==> src/lplr_pkg.sv <==
// shared constants, types and helpers for the low-pass linear resampler
package lplr_pkg;

    localparam int SAMPLE_W   = 16;
    localparam int COEF_W     = 24;
    localparam int COEF_FRAC  = 22;
    localparam int STATE_W    = 32;
    localparam int SUM_W      = 60;
    localparam int PHASE_W    = 21;
    localparam int PHASE_FRAC = 16;
    localparam int MCNT_W     = $clog2(COEF_W);
    localparam int CFG_IDX_W  = 3;
    localparam int DIFF_W     = SAMPLE_W + 1;

    localparam logic [PHASE_W-1:0] PHASE_ONE  = PHASE_W'(1) << PHASE_FRAC;
    localparam logic [PHASE_W-1:0] STEP_MIN   = PHASE_W'(32768);
    localparam logic [PHASE_W-1:0] STEP_MAX   = PHASE_W'(1048576);
    localparam logic [PHASE_W-1:0] STEP_RESET = PHASE_W'(196608);

    localparam logic [CFG_IDX_W-1:0] REG_ENABLE = 3'd0;
    localparam logic [CFG_IDX_W-1:0] REG_TWO_CH = 3'd1;
    localparam logic [CFG_IDX_W-1:0] REG_STEP   = 3'd2;
    localparam logic [CFG_IDX_W-1:0] REG_B0     = 3'd3;
    localparam logic [CFG_IDX_W-1:0] REG_B1     = 3'd4;
    localparam logic [CFG_IDX_W-1:0] REG_B2     = 3'd5;
    localparam logic [CFG_IDX_W-1:0] REG_A1     = 3'd6;
    localparam logic [CFG_IDX_W-1:0] REG_A2     = 3'd7;

    typedef enum logic [2:0] {
        ST_IDLE,
        ST_STEP,
        ST_WAIT,
        ST_EMIT,
        ST_IWAIT,
        ST_OUT
    } t_state;

    typedef struct packed {
        logic                     enable;
        logic                     two_ch;
        logic [PHASE_W-1:0]       step;
        logic signed [COEF_W-1:0] b0;
        logic signed [COEF_W-1:0] b1;
        logic signed [COEF_W-1:0] b2;
        logic signed [COEF_W-1:0] a1;
        logic signed [COEF_W-1:0] a2;
    } t_cfg;

    typedef struct packed {
        logic start;
        logic init_en;
        logic sub;
    } t_mac_req;

    // round half up, drop the coefficient fraction, saturate to state width
    function automatic logic signed [STATE_W-1:0] round_sat(input logic signed [SUM_W-1:0] s);
        logic signed [SUM_W-1:0]           t;
        logic signed [SUM_W-COEF_FRAC-1:0] sh;
        logic signed [SUM_W-COEF_FRAC-1:0] hi;
        logic signed [SUM_W-COEF_FRAC-1:0] lo;
        t  = s + (SUM_W'(1) <<< (COEF_FRAC - 1));
        sh = (SUM_W-COEF_FRAC)'(t >>> COEF_FRAC);
        hi = (SUM_W-COEF_FRAC)'({1'b0, {(STATE_W-1){1'b1}}});
        lo = -hi - 1;
        if (sh > hi) begin
            return {1'b0, {(STATE_W-1){1'b1}}};
        end else if (sh < lo) begin
            return {1'b1, {(STATE_W-1){1'b0}}};
        end
        return sh[STATE_W-1:0];
    endfunction

    function automatic logic signed [SAMPLE_W-1:0] sat_sample(
        input logic signed [STATE_W-1:0] v
    );
        logic signed [STATE_W-1:0] hi;
        logic signed [STATE_W-1:0] lo;
        hi = STATE_W'({1'b0, {(SAMPLE_W-1){1'b1}}});
        lo = -hi - 1;
        if (v > hi) begin
            return {1'b0, {(SAMPLE_W-1){1'b1}}};
        end else if (v < lo) begin
            return {1'b1, {(SAMPLE_W-1){1'b0}}};
        end
        return v[SAMPLE_W-1:0];
    endfunction

endpackage

==> src/lplr_mac.sv <==
// bit-serial multiply-accumulate unit, one multiplier bit per cycle
module lplr_mac import lplr_pkg::*; (
    input  logic                      i_clk,
    input  logic                      i_rst_n,
    input  t_mac_req                  i_req,
    input  logic signed [SUM_W-1:0]   i_init,
    input  logic signed [STATE_W-1:0] i_a,
    input  logic signed [COEF_W-1:0]  i_b,
    output logic                      o_busy,
    output logic signed [SUM_W-1:0]   o_sum
);

    logic                    r_busy;
    logic [MCNT_W-1:0]       r_cnt;
    logic signed [SUM_W-1:0] r_a;
    logic [COEF_W-1:0]       r_b;
    logic                    r_sub;
    logic signed [SUM_W-1:0] r_sum;
    logic                    neg;
    logic signed [SUM_W-1:0] addend;

    // the top multiplier bit carries negative weight
    assign neg    = r_sub ^ (r_cnt == MCNT_W'(COEF_W - 1));
    assign addend = r_b[0] ? (neg ? -r_a : r_a) : '0;

    always_ff @(posedge i_clk) begin
        if (!i_rst_n) begin
            r_busy <= 1'b0;
            r_cnt  <= '0;
        end else if (i_req.start) begin
            r_busy <= 1'b1;
            r_cnt  <= '0;
        end else if (r_busy) begin
            r_cnt <= r_cnt + 1'b1;
            if (r_cnt == MCNT_W'(COEF_W - 1)) begin
                r_busy <= 1'b0;
            end
        end
    end

    always_ff @(posedge i_clk) begin
        if (i_req.start) begin
            r_a   <= SUM_W'(i_a);
            r_b   <= i_b;
            r_sub <= i_req.sub;
            if (i_req.init_en) begin
                r_sum <= i_init;
            end
        end else if (r_busy) begin
            r_a   <= r_a <<< 1;
            r_b   <= r_b >> 1;
            r_sum <= r_sum + addend;
        end
    end

    assign o_busy = r_busy;
    assign o_sum  = r_sum;

endmodule

==> src/lplr_seq.sv <==
// sequencer: mono mix, two biquad passes, phase stepping and output register
module lplr_seq import lplr_pkg::*; (
    input  logic                       i_clk,
    input  logic                       i_rst_n,
    input  t_cfg                       i_cfg,
    input  logic                       i_in_valid,
    output logic                       o_in_stall,
    input  logic signed [SAMPLE_W-1:0] i_left_sample,
    input  logic signed [SAMPLE_W-1:0] i_right_sample,
    output logic                       o_out_valid,
    input  logic                       i_out_stall,
    output logic signed [SAMPLE_W-1:0] o_out_sample,
    output logic                       o_last_of_run
);

    t_state r_state, n_state;
    logic [2:0] r_op;
    logic       r_stg;
    logic [1:0] r_cnt;
    logic [PHASE_W-1:0] r_phase;
    logic signed [STATE_W-1:0] r_x, r_y, r_n1;
    logic signed [STATE_W-1:0] r_acc1 [2];
    logic signed [STATE_W-1:0] r_acc2 [2];
    logic signed [SAMPLE_W-1:0] r_prev, r_cur;
    logic r_ov;
    logic signed [SAMPLE_W-1:0] r_osample;
    logic r_olast;

    t_mac_req mreq;
    logic signed [SUM_W-1:0]   minit;
    logic signed [STATE_W-1:0] ma;
    logic signed [COEF_W-1:0]  mb;
    logic                      mbusy;
    logic signed [SUM_W-1:0]   msum;

    logic accept, out_free, emit_more, new_last;
    logic [PHASE_W-1:0] step, phase_next;
    logic signed [SAMPLE_W:0] lr_sum;
    logic signed [SAMPLE_W-1:0] mono;
    logic signed [STATE_W-1:0] rounded;
    logic signed [DIFF_W-1:0] diff;
    logic signed [SUM_W-PHASE_FRAC-1:0] frac_part;
    logic signed [STATE_W-1:0] interp;

    lplr_mac u_mac (
        .i_clk   (i_clk),
        .i_rst_n (i_rst_n),
        .i_req   (mreq),
        .i_init  (minit),
        .i_a     (ma),
        .i_b     (mb),
        .o_busy  (mbusy),
        .o_sum   (msum)
    );

    assign accept     = i_in_valid && !o_in_stall;
    assign out_free   = !r_ov || !i_out_stall;
    assign step       = (i_cfg.step < STEP_MIN) ? STEP_MIN :
                        (i_cfg.step > STEP_MAX) ? STEP_MAX : i_cfg.step;
    assign phase_next = r_phase + step;
    assign emit_more  = (r_phase < PHASE_ONE) && (r_cnt != 2'd2);
    assign new_last   = (phase_next >= PHASE_ONE) || (r_cnt == 2'd1);
    assign lr_sum     = (SAMPLE_W+1)'(i_left_sample) + (SAMPLE_W+1)'(i_right_sample);
    assign mono       = i_cfg.two_ch ? lr_sum[SAMPLE_W:1] : i_left_sample;
    assign rounded    = round_sat(msum);
    assign diff       = DIFF_W'(r_cur) - DIFF_W'(r_prev);
    assign frac_part  = (SUM_W-PHASE_FRAC)'(msum >>> PHASE_FRAC);
    assign interp     = STATE_W'(r_prev) + STATE_W'(frac_part);
    assign o_in_stall = (r_state != ST_IDLE);

    // next state
    always_comb begin
        n_state = r_state;
        unique case (r_state)
            ST_IDLE:  if (accept && i_cfg.enable) n_state = ST_STEP;
            ST_STEP:  n_state = (r_op == 3'd5) ? (r_stg ? ST_EMIT : ST_STEP) : ST_WAIT;
            ST_WAIT:  if (!mbusy) n_state = ST_STEP;
            ST_EMIT:  n_state = emit_more ? ST_IWAIT : ST_IDLE;
            ST_IWAIT: if (!mbusy) n_state = ST_OUT;
            ST_OUT:   if (out_free) n_state = ST_EMIT;
            default:  n_state = ST_IDLE;
        endcase
    end

    // mac operand selection, at most one product per step
    always_comb begin
        mreq  = '0;
        minit = '0;
        ma    = r_x;
        mb    = i_cfg.b0;
        unique case (r_state)
            ST_STEP: begin
                case (r_op)
                    3'd0: begin
                        mreq  = '{start: 1'b1, init_en: 1'b1, sub: 1'b0};
                        minit = SUM_W'(r_acc1[r_stg]) <<< COEF_FRAC;
                    end
                    3'd1: begin
                        mreq  = '{start: 1'b1, init_en: 1'b1, sub: 1'b0};
                        minit = SUM_W'(r_acc2[r_stg]) <<< COEF_FRAC;
                        mb    = i_cfg.b1;
                    end
                    3'd2: begin
                        mreq = '{start: 1'b1, init_en: 1'b0, sub: 1'b1};
                        ma   = r_y;
                        mb   = i_cfg.a1;
                    end
                    3'd3: begin
                        mreq = '{start: 1'b1, init_en: 1'b1, sub: 1'b0};
                        mb   = i_cfg.b2;
                    end
                    3'd4: begin
                        mreq = '{start: 1'b1, init_en: 1'b0, sub: 1'b1};
                        ma   = r_y;
                        mb   = i_cfg.a2;
                    end
                    default: ;
                endcase
            end
            ST_EMIT: begin
                if (emit_more) begin
                    mreq  = '{start: 1'b1, init_en: 1'b1, sub: 1'b0};
                    minit = SUM_W'(32768);
                    ma    = STATE_W'(diff);
                    mb    = COEF_W'(r_phase[PHASE_FRAC-1:0]);
                end
            end
            default: ;
        endcase
    end

    always_ff @(posedge i_clk) begin
        if (!i_rst_n) begin
            r_state <= ST_IDLE;
            r_op    <= '0;
            r_stg   <= 1'b0;
            r_cnt   <= '0;
            r_phase <= PHASE_ONE;
            r_acc1  <= '{default: '0};
            r_acc2  <= '{default: '0};
            r_prev  <= '0;
            r_ov    <= 1'b0;
        end else begin
            r_state <= n_state;
            if (r_state == ST_OUT && out_free) begin
                r_ov <= 1'b1;
            end else if (!i_out_stall) begin
                r_ov <= 1'b0;
            end
            unique case (r_state)
                ST_IDLE: begin
                    if (accept && i_cfg.enable) begin
                        r_x   <= STATE_W'(mono);
                        r_op  <= '0;
                        r_stg <= 1'b0;
                        r_cnt <= '0;
                    end
                end
                ST_STEP: begin
                    case (r_op)
                        3'd1: r_y  <= rounded;
                        3'd3: r_n1 <= rounded;
                        default: ;
                    endcase
                    if (r_op == 3'd5) begin
                        r_acc1[r_stg] <= r_n1;
                        r_acc2[r_stg] <= rounded;
                        r_op          <= '0;
                        r_stg         <= 1'b1;
                        r_x           <= r_y;
                        r_cur         <= sat_sample(r_y);
                    end else begin
                        r_op <= r_op + 1'b1;
                    end
                end
                ST_WAIT: begin
                    // the final step rounds without another product
                    if (!mbusy && r_op == 3'd5) begin
                        r_op <= 3'd5;
                    end
                end
                ST_EMIT: begin
                    if (!emit_more) begin
                        r_phase <= r_phase - PHASE_ONE;
                        r_prev  <= r_cur;
                    end
                end
                ST_OUT: begin
                    if (out_free) begin
                        r_osample <= sat_sample(interp);
                        r_olast   <= new_last;
                        r_phase   <= phase_next;
                        r_cnt     <= r_cnt + 1'b1;
                    end
                end
                default: ;
            endcase
        end
    end

    assign o_out_valid   = r_ov;
    assign o_out_sample  = r_osample;
    assign o_last_of_run = r_olast;

    a_no_restart: assert property (@(posedge i_clk) disable iff (!i_rst_n)
        mreq.start |-> !mbusy) else $error("mac started while busy");
    a_cnt_range: assert property (@(posedge i_clk) disable iff (!i_rst_n)
        r_cnt != 2'd3) else $error("more than two results for one transaction");
    a_out_load: assert property (@(posedge i_clk) disable iff (!i_rst_n)
        (r_state == ST_OUT && out_free) |=> o_out_valid) else $error("result lost");
    a_idle_mac: assert property (@(posedge i_clk) disable iff (!i_rst_n)
        (r_state == ST_IDLE) |-> !mreq.start) else $error("mac started while idle");

endmodule

==> src/mono_lowpass_linear_resampler_unit.sv <==
// low-pass linear resampler: configuration registers and sequencer
// ten serial products per transaction, and one more per result, share one bit-serial
// mac; a new transaction is taken only once the previous one is done
// reset: synchronous active low; filter state and previous sample cleared,
// phase set to one, enable and two_channels set, step 3.0, coefficients zero
module mono_lowpass_linear_resampler_unit import lplr_pkg::*; (
    input  logic                       i_clk,
    input  logic                       i_rst_n,
    input  logic                       i_in_valid,
    output logic                       o_in_stall,
    input  logic signed [SAMPLE_W-1:0] i_left_sample,
    input  logic signed [SAMPLE_W-1:0] i_right_sample,
    output logic                       o_out_valid,
    input  logic                       i_out_stall,
    output logic signed [SAMPLE_W-1:0] o_out_sample,
    output logic                       o_last_of_run,
    input  logic                       i_cfg_valid,
    output logic                       o_cfg_ready,
    input  logic [CFG_IDX_W-1:0]       i_cfg_index,
    input  logic [COEF_W-1:0]          i_cfg_data
);

    t_cfg r_cfg;

    assign o_cfg_ready = 1'b1;

    always_ff @(posedge i_clk) begin
        if (!i_rst_n) begin
            r_cfg <= '{enable: 1'b1, two_ch: 1'b1, step: STEP_RESET,
                       b0: '0, b1: '0, b2: '0, a1: '0, a2: '0};
        end else if (i_cfg_valid) begin
            unique case (i_cfg_index)
                REG_ENABLE: r_cfg.enable <= i_cfg_data[0];
                REG_TWO_CH: r_cfg.two_ch <= i_cfg_data[0];
                REG_STEP:   r_cfg.step   <= i_cfg_data[PHASE_W-1:0];
                REG_B0:     r_cfg.b0     <= i_cfg_data;
                REG_B1:     r_cfg.b1     <= i_cfg_data;
                REG_B2:     r_cfg.b2     <= i_cfg_data;
                REG_A1:     r_cfg.a1     <= i_cfg_data;
                REG_A2:     r_cfg.a2     <= i_cfg_data;
                default: ;
            endcase
        end
    end

    lplr_seq u_seq (
        .i_clk          (i_clk),
        .i_rst_n        (i_rst_n),
        .i_cfg          (r_cfg),
        .i_in_valid     (i_in_valid),
        .o_in_stall     (o_in_stall),
        .i_left_sample  (i_left_sample),
        .i_right_sample (i_right_sample),
        .o_out_valid    (o_out_valid),
        .i_out_stall    (i_out_stall),
        .o_out_sample   (o_out_sample),
        .o_last_of_run  (o_last_of_run)
    );

endmodule

==> config.mk <==
export PLATFORM = sky130hd
export DESIGN_NAME = mono_lowpass_linear_resampler_unit
export DESIGN_NICKNAME = d
export VERILOG_FILES = /design/src/lplr_pkg.sv /design/src/lplr_mac.sv /design/src/lplr_seq.sv /design/src/mono_lowpass_linear_resampler_unit.sv
export SDC_FILE = /design/constraint.sdc
export NUM_CORES = 2
export LEC_CHECK = 0
export ABC_AREA = 1
export BUFFER_PORTS_ARGS = -buffer_cell sky130_fd_sc_hd__buf_4
export CELL_PAD_IN_SITES_DETAIL_PLACEMENT = 1
export CELL_PAD_IN_SITES_GLOBAL_PLACEMENT = 2
export CORE_MARGIN = 2
export CORE_UTILIZATION = 33
export DETAILED_ROUTE_END_ITERATION = 8
export PLACE_DENSITY = 0.87
export SLEW_MARGIN = 40
export SYNTH_ARGS = -nofsm -noshare
export SYNTH_HDL_FRONTEND = slang
export SYNTH_SLANG_ARGS = --single-unit
==> constraint.sdc <==
create_clock -name i_clk -period 5.6 [get_ports i_clk]
set_input_delay 1.12 -clock i_clk [delete_from_list [all_inputs] [get_ports i_clk]]
set_output_delay 1.12 -clock i_clk [all_outputs]
set_load 0.05 [all_outputs]
* After elaboration in Yosys (flattened, before gate mapping)
Cells that the tools add are included.
Cells by class: bitwise gates (word level) 4, order comparisons 12, equal/unequal tests 29, reduce and logical (&&, ||, !) cells 45, mux-type cells 84, add/subtract/negate cells 11
Operators by type and width (count):
- 2-to-1 mux 32 bit | 14
- 2-to-1 mux 60 bit | 7
- case mux 60 bit (2 select lines) | 2
- bitwise mux 64 bit | 2
- 2-to-1 mux 16 bit | 8
- case mux 32 bit (2 select lines) | 2
- case mux 24 bit (4 select lines) | 1
- 2-to-1 mux 21 bit | 4
- 2-to-1 mux 24 bit | 3
- greater-than comparator 32 x 16 -> 1 bit, second input constant | 2
- < comparator 32 x 16 -> 1 bit, second input constant | 2
- adder 60 x 23 -> 60 bit, second input constant | 1
- adder 60 bit | 1
- negator 60 bit | 1
- case mux 24 bit (2 select lines) | 1
- case mux 21 bit (2 select lines) | 1
- greater-than comparator 38 x 32 -> 1 bit, second input constant | 1
- < comparator 38 x 32 -> 1 bit, second input constant | 1
- adder 16 x 32 -> 32 bit | 1
- demux 32 bit (select 1 bit) | 1
- 2-to-1 mux 3 bit | 10
- == test 3 bit, second input constant | 8
- AND reduction 3 bit | 8
- AND reduction 2 bit | 11
- 38 further kinds | 92
Word-level totals: bits of input ports 64, flip-flop bits (word level) 598, word-level logic and storage cells 216

* Depth between registers and ports, before layout
depth in word-level cells 8, mapped depth 30, mapped depth without buffers 30

* Modules after synthesis
From an unflattened synthesis, not the netlist that was laid out.
Unflattened totals: cells, all modules 5909, area total of the unflattened synthesis 39474.1 um2
Modules (own cells, without submodules):
- lplr_seq | seq. area each 7377.1 um2, area each 21085.2 um2, cells an instance 3173, times used 1
- lplr_mac | seq. area each 4474.3 um2, area each 12756.0 um2, cells an instance 1924, times used 1
- mono_lowpass_linear_resampler_unit | seq. area each 2862.7 um2, area each 5632.9 um2, cells an instance 812, times used 1

* Worst setup path after synthesis
No wires, ideal clock.
path type register to register, start point register u_seq.r_op[0], end point register u_seq.u_mac.r_sum[0], in the netlist u_seq.u_mac.o_sum[0] (enable), library setup time 0.561 ns, stages on the path, launching flop included 8, path buffers 1, slack -0.301 ns, clock period less this slack 5.901 ns, data required time 5.039 ns, arrival time 5.340 ns, path through dfxtp_1 inv_1 nand2_1 nor2_2 nor2_4 nor2_2 clkbuf_1 o21ai_0
Between the ends: word-level cells in the longest chain between the ends 6, elaborated cells between the ends (all ways) 12, those cells by class eq/ne: 5; mux: 2; reduce/logical: 5
RTL lines:
- start: declaration | RTL line lplr_seq.sv:17 | logic [2:0] r_op;
- start signal: assignment | RTL line lplr_seq.sv:173 | r_op <= r_op + 1'b1;
- == test 3 x 1 -> 1 bit, or another cell as far along | RTL line lplr_seq.sv:93 | case (r_op)
- OR reduction 3 bit (no source line) or OR reduction 2 bit (tied branches)
- case mux 3 bit (2 select lines) * | RTL line lplr_seq.sv:93
- case mux 3 bit (2 select lines) * | RTL line lplr_seq.sv:91 | unique case (r_state)
- != test 2 bit (no source line) or nonzero test 2 bit (tied branches)
- AND reduction 2 bit (no source line) *
- end signal: assignment | RTL line lplr_mac.sv:47 | r_sum <= i_init;
- end signal: assignment | RTL line lplr_mac.sv:52 | r_sum <= r_sum + addend;
- end: declaration | RTL line lplr_mac.sv:18 | logic signed [SUM_W-1:0] r_sum;
Mark *: on every way between the ends. The rest lies on a longest branch, timed or not. A chain may end at the register's enable or synchronous reset.

* Final worst setup path
start point register u_seq.u_mac.r_a[0], end point register u_seq.u_mac.r_sum[38], in the netlist u_seq.u_mac.o_sum[38] (data pin)
Between the ends: word-level cells in the longest chain between the ends 6
RTL lines:
- start: declaration | RTL line lplr_mac.sv:15 | logic signed [SUM_W-1:0] r_a;
- start signal: assignment | RTL line lplr_mac.sv:43 | r_a <= SUM_W'(i_a);
- start signal: assignment | RTL line lplr_mac.sv:50 | r_a <= r_a <<< 1;
- negator 60 bit | RTL line lplr_mac.sv:24 | assign addend = r_b[0] ? (neg ? -r_a : r_a) : '0;
- 2-to-1 mux 60 bit * (2 in a row) | RTL line lplr_mac.sv:24
- adder 60 bit * | RTL line lplr_mac.sv:52
- 2-to-1 mux 60 bit * | RTL line lplr_mac.sv:49 | end else if (r_busy) begin
- 2-to-1 mux 60 bit * | RTL line lplr_mac.sv:42 | if (i_req.start) begin
Mark *: on every way between the ends. The rest lies on a longest branch, timed or not. The select of a mux whose other input is x is not followed.

==> implementation parameters <==
Parameter                              Value

Logic synthesis
  Share of the synthesized area in the top cell type ... 21.6%
  Number of unique standard cell types used by synthesis ... 61
  Main synth FF type ... dfxtp_1
  Combined area of all synthesized cells ... roughly 0.038 mm^2
  Net count of the mapped netlist ... 5646
  Async S/R FF share, synth ... 0%
  Post-synthesis average cell area ... 7.02 um^2
  Portion of the post-synthesis area used by sequential elements ... 38.6%
  Post-synthesis instance total ... roughly 5400
  Top cells by area, synth ... edfxtp_1, dfxtp_1, nand2_1
  Number of synthesized register bits ... 598
  Synth warn ... 0
  Post-synth top area cell ... edfxtp_1
  Number of synthesized flops with an enable pin ... between 200 and 300

Min path
  Hold path endpoint ... r_cfg[95]
  Hold Crit Start ... r_cfg[95]
  Hold path depth ... 2
  Path category of the worst min-delay check ... flop to flop

GRT
  Number of antenna violations at the first check in global routing ... 4
  Grt total ovfl ... 0
  Global-route wire length before repair ... 238000 um
  Vias in the first global route ... 38400
  Pin count of the biggest net entering global routing ... 102
  GRT Total Usage ... 26.4%

Worst setup path
  Worst path required time ... 5.98 ns
  R2r startpoint ... u_seq.u_mac.r_a[0]
  Data arrival at the endpoint of the critical path ... 5.63 ns
  Type of the setup path with the least slack ... flop to flop
  RR Endpoint ... u_seq.u_mac.o_sum[38]
  Critical Path Max Stage Delay ... 0.44 ns
  Critical path cell sequence ... inv_1 -> ha_1 -> inv_1 -> nor3_4 -> nand2_1 -> nor2_2 -> nand2_1 -> nor2_1 -> inv_1 -> nor2_1 -> nor2_1 -> a21oi_1 -> o21ai_0 -> a21oi_2 -> ha_1 -> nand2_1 -> o21ai_0 -> a21oi_1 -> inv_1 -> a21oi_1 -> nand3_1 -> or2_2 -> nand3_1 -> nand2_1
  Largest fanout of any net on the critical path ... 5
  Minimum setup slack among reg-to-reg paths ... 0.35 ns
  Worst setup path startpoint ... u_seq.u_mac.r_a[0]
  Combined buffer and inverter count along the critical path ... 4
  Kind of cell adding the most delay to the critical path ... simple AND/OR/NAND/NOR gates
  Kind of launch point of the worst setup path ... flop
  Number of cell instances on the worst register-to-register path ... 24
  Endpoint class of the critical path ... flop
  Slowest-stage cell, CP ... edfxtp_1

Placement
  Count of port buffers added during placement ... slightly above 80
  DP Area ... 0.0403 mm^2
  Detailed-placement wirelength estimate ... 118000 um
  Final GP Congestion ... 0.987

Route
  Detailed-route DRC error count ... 0
  Number of detailed-routing iterations run before antenna repair ... 6
  Number of DRC markers after the initial detailed-route iteration ... 2930
  WL/cell ... 22.5 um
  Antenna Violating Nets Remaining ... 0
  Detailed-route via count ... 38200
  Average vias per placed instance ... roughly 5.4
  Wire length reported by the detailed router ... 158000 um

Run status
  Result of the run ... complete, no violations

Clock tree
  Clock input transition at the sequential cells of the worst setup and hold paths ... about 0.060 ns
  CTS tree ... done
  Number of buffers on the longest clock path ... 3
  H-tree levels ... 3
  Source-to-sink clock delay at the later pin of the worst-skew pair ... 0.69 ns
  Master cell of the clock root buffer ... clkbuf_16
  CTS Sinks ... 598
  CTS Buf Count ... 73

Finish
  Area occupied by multi-input gates ... 0.0203 mm^2
  Top library cells by usage in the layout, fill and taps aside ... nand2_1, nor2_1, inv_1
  Ratio of cells with drive above 1 in the final layout ... 6.76%
  Most common library cell in the layout ignoring fill and taps ... nand2_1
  Filler instances ... ~14000
  Area growth from synthesis to final layout ... 12.7%
  Number of nets at the end of the flow ... ~5700
  Reg area ... 0.0147 mm^2
  Final standard cell area without fillers ... roughly 0.043 mm^2

Die
  Placement Rows ... 124
  Initial core utilization ... 33.3%
  Die Y-Extent ... 344 um
  Die ar. ... 0.118 mm^2
  Area of the core ... 0.114 mm^2
  Die boundary width ... 344 um
  Number of top-level pins ... 84

Timing
  Setup violations, final ... 0
  Total negative slack for setup checks ... 0 ns
  Top achievable clock speed ... 191 MHz
  Slew at the pin closest to its max-slew limit ... 0.878 ns
  Setup clock skew after layout ... 0.0547 ns
  Number of hold violations in the final report ... 0
  Share of the clock period used by the worst path after layout ... 93.7%
  Unrepaired setup endpoints after global routing ... false
  Slew margin rel. ... between 40% and 50%
  Crit path time final ... 5.25 ns
  Number of pins exceeding their max-slew limit in the final report ... 0

Power and ir drop
  Static power due to leakage ... 18.4 nW
  Final Power ... 25.9 mW
  PwrDens ... between 600 and 700 mW/mm^2
  VDD IR max ... approximately 0.42 mV

Job
  Max-cap violation count ... 0
==> final cells by class <==
type	count	area share [%]
flip-flops and latches	598	34.3
well taps	1512	4.41
inverters	615	5.39
clock buffers	107	4.93
diodes	3	0.0175
clock inverters	29	1.06
multi-input cells	4007	47.2
repair buffers	149	2.72
==> worst register-to-register path: cells and delay by family (launching register included) <==
family	cells	cell delay, ns
simple gates	12	2.17
compound gates	6	1.40
fa+ha+maj	2	0.57
flops	1	0.44
buf+inv	4	0.41
==> Yosys cell counts, types with 10 or more instances <==
cell type,instances
nand2_1,1177
nor2_1,913
inv_1,603
o21ai_0,547
a21oi_1,343
dfxtp_1,324
edfxtp_1,274
nand3_1,247
clkbuf_1,151
ha_1,148
nand4_1,85
nor3_1,79
xor2_1,64
o211ai_1,43
a22o_1,37
a221oi_1,36
buf_2,31
a31oi_1,29
o21bai_1,27
xnor2_1,24
nand2_4,21
nor4_1,19
a22oi_1,17
nand2_2,17
buf_1,16
a32oi_1,12
o21a_1,10
or2_2,10
==> sequential cells by signal, indices dropped and copies added, names as in the netlist, 16 cells and up <==
signal              flops
u_seq.r_y              32
u_seq.u_mac.o_sum      60
u_seq.r_n1             32
u_seq.o_out_sample     16
u_seq.u_mac.r_a        60
u_seq.r_prev           16
u_seq.r_acc1           64
u_seq.r_x              32
u_seq.r_acc2           64
u_seq.r_phase          21
u_seq.u_mac.r_b        24
u_seq.r_cur            16
r_cfg                 143
==> logic make-up (layout without fill, tap and decap cells) <==
kind of cell | after synthesis | count (layout) | synth area share [%]
other | 1 | 4 | 0.00985
XOR/XNOR | 88 | 88 | 2.02
adder cells (fa/ha/maj) | 153 | 153 | 5.13
buffers and inverters | 824 | 900 | 8.47
AO/OA/AOI/OAI | 1157 | 1157 | 17.2
flip-flops | 598 | 598 | 38.6
AND/OR/NAND/NOR | 2608 | 2608 | 28.5
==> worst max path at each step <==
stage | to | slack (ns) | cells past startpoint
2_1_floorplan | u_seq.u_mac.o_sum[0] | 1.32 | 7
5_1_grt | u_seq.u_mac.o_sum[44] | 0.08 | 28
6_report | u_seq.u_mac.o_sum[38] | 0.35 | 24
3_3_place_gp | u_seq.u_mac.o_sum[43] | 0.25 | 23
4_1_cts | u_seq.u_mac.o_sum[38] | 0.20 | 24
3_5_place_dp | u_seq.u_mac.o_sum[38] | 0.26 | 24
==> per-stage QoR <==
stage | hold slack, ns | setup WS, ns | std cells | util (%)
after floorplan | 0.430 | 1.32 | 5429 | -
after global placement | 0.446 | 0.248 | 6880 | 35.2
after detailed placement | 0.452 | 0.258 | 6881 | 35.3
after CTS | 0.461 | 0.196 | 7017 | 37.5
after global routing | 0.472 | 0.0762 | 7017 | 37.5
final | 0.458 | 0.353 | 7020 | 37.5
==> routing by layer <==
metal	wire length, um	vias to the layer above	GRT usage, %	part of all wire [%]
met1	69300	18800	34.3	44
met3	8310	266	3.40	5.3
met2	72600	1083	43.7	46
met4	7880	0	11.7	5.0
met5	0	-	0	0
li1	-	18100	-	-
==> repair_timing <==
| action | in CTS | in global routing |
|---|---|---|
| endpoints found under the setup margin | 0 | 13 |
| buffers inserted | 0 | 0 |
| hold buffers | 0 | 0 |
| gates resized for setup | 0 | 6 |
==> power breakdown <==
part / switching (mW) / leakage [nW] / internal [mW]
registers: 1.24 / 5.17 / 6.27
logic: 9.65 / 12.0 / 3.65
clock network: 2.15 / 1.23 / 2.91
No activity file was read; power rests on OpenSTA's default activity.
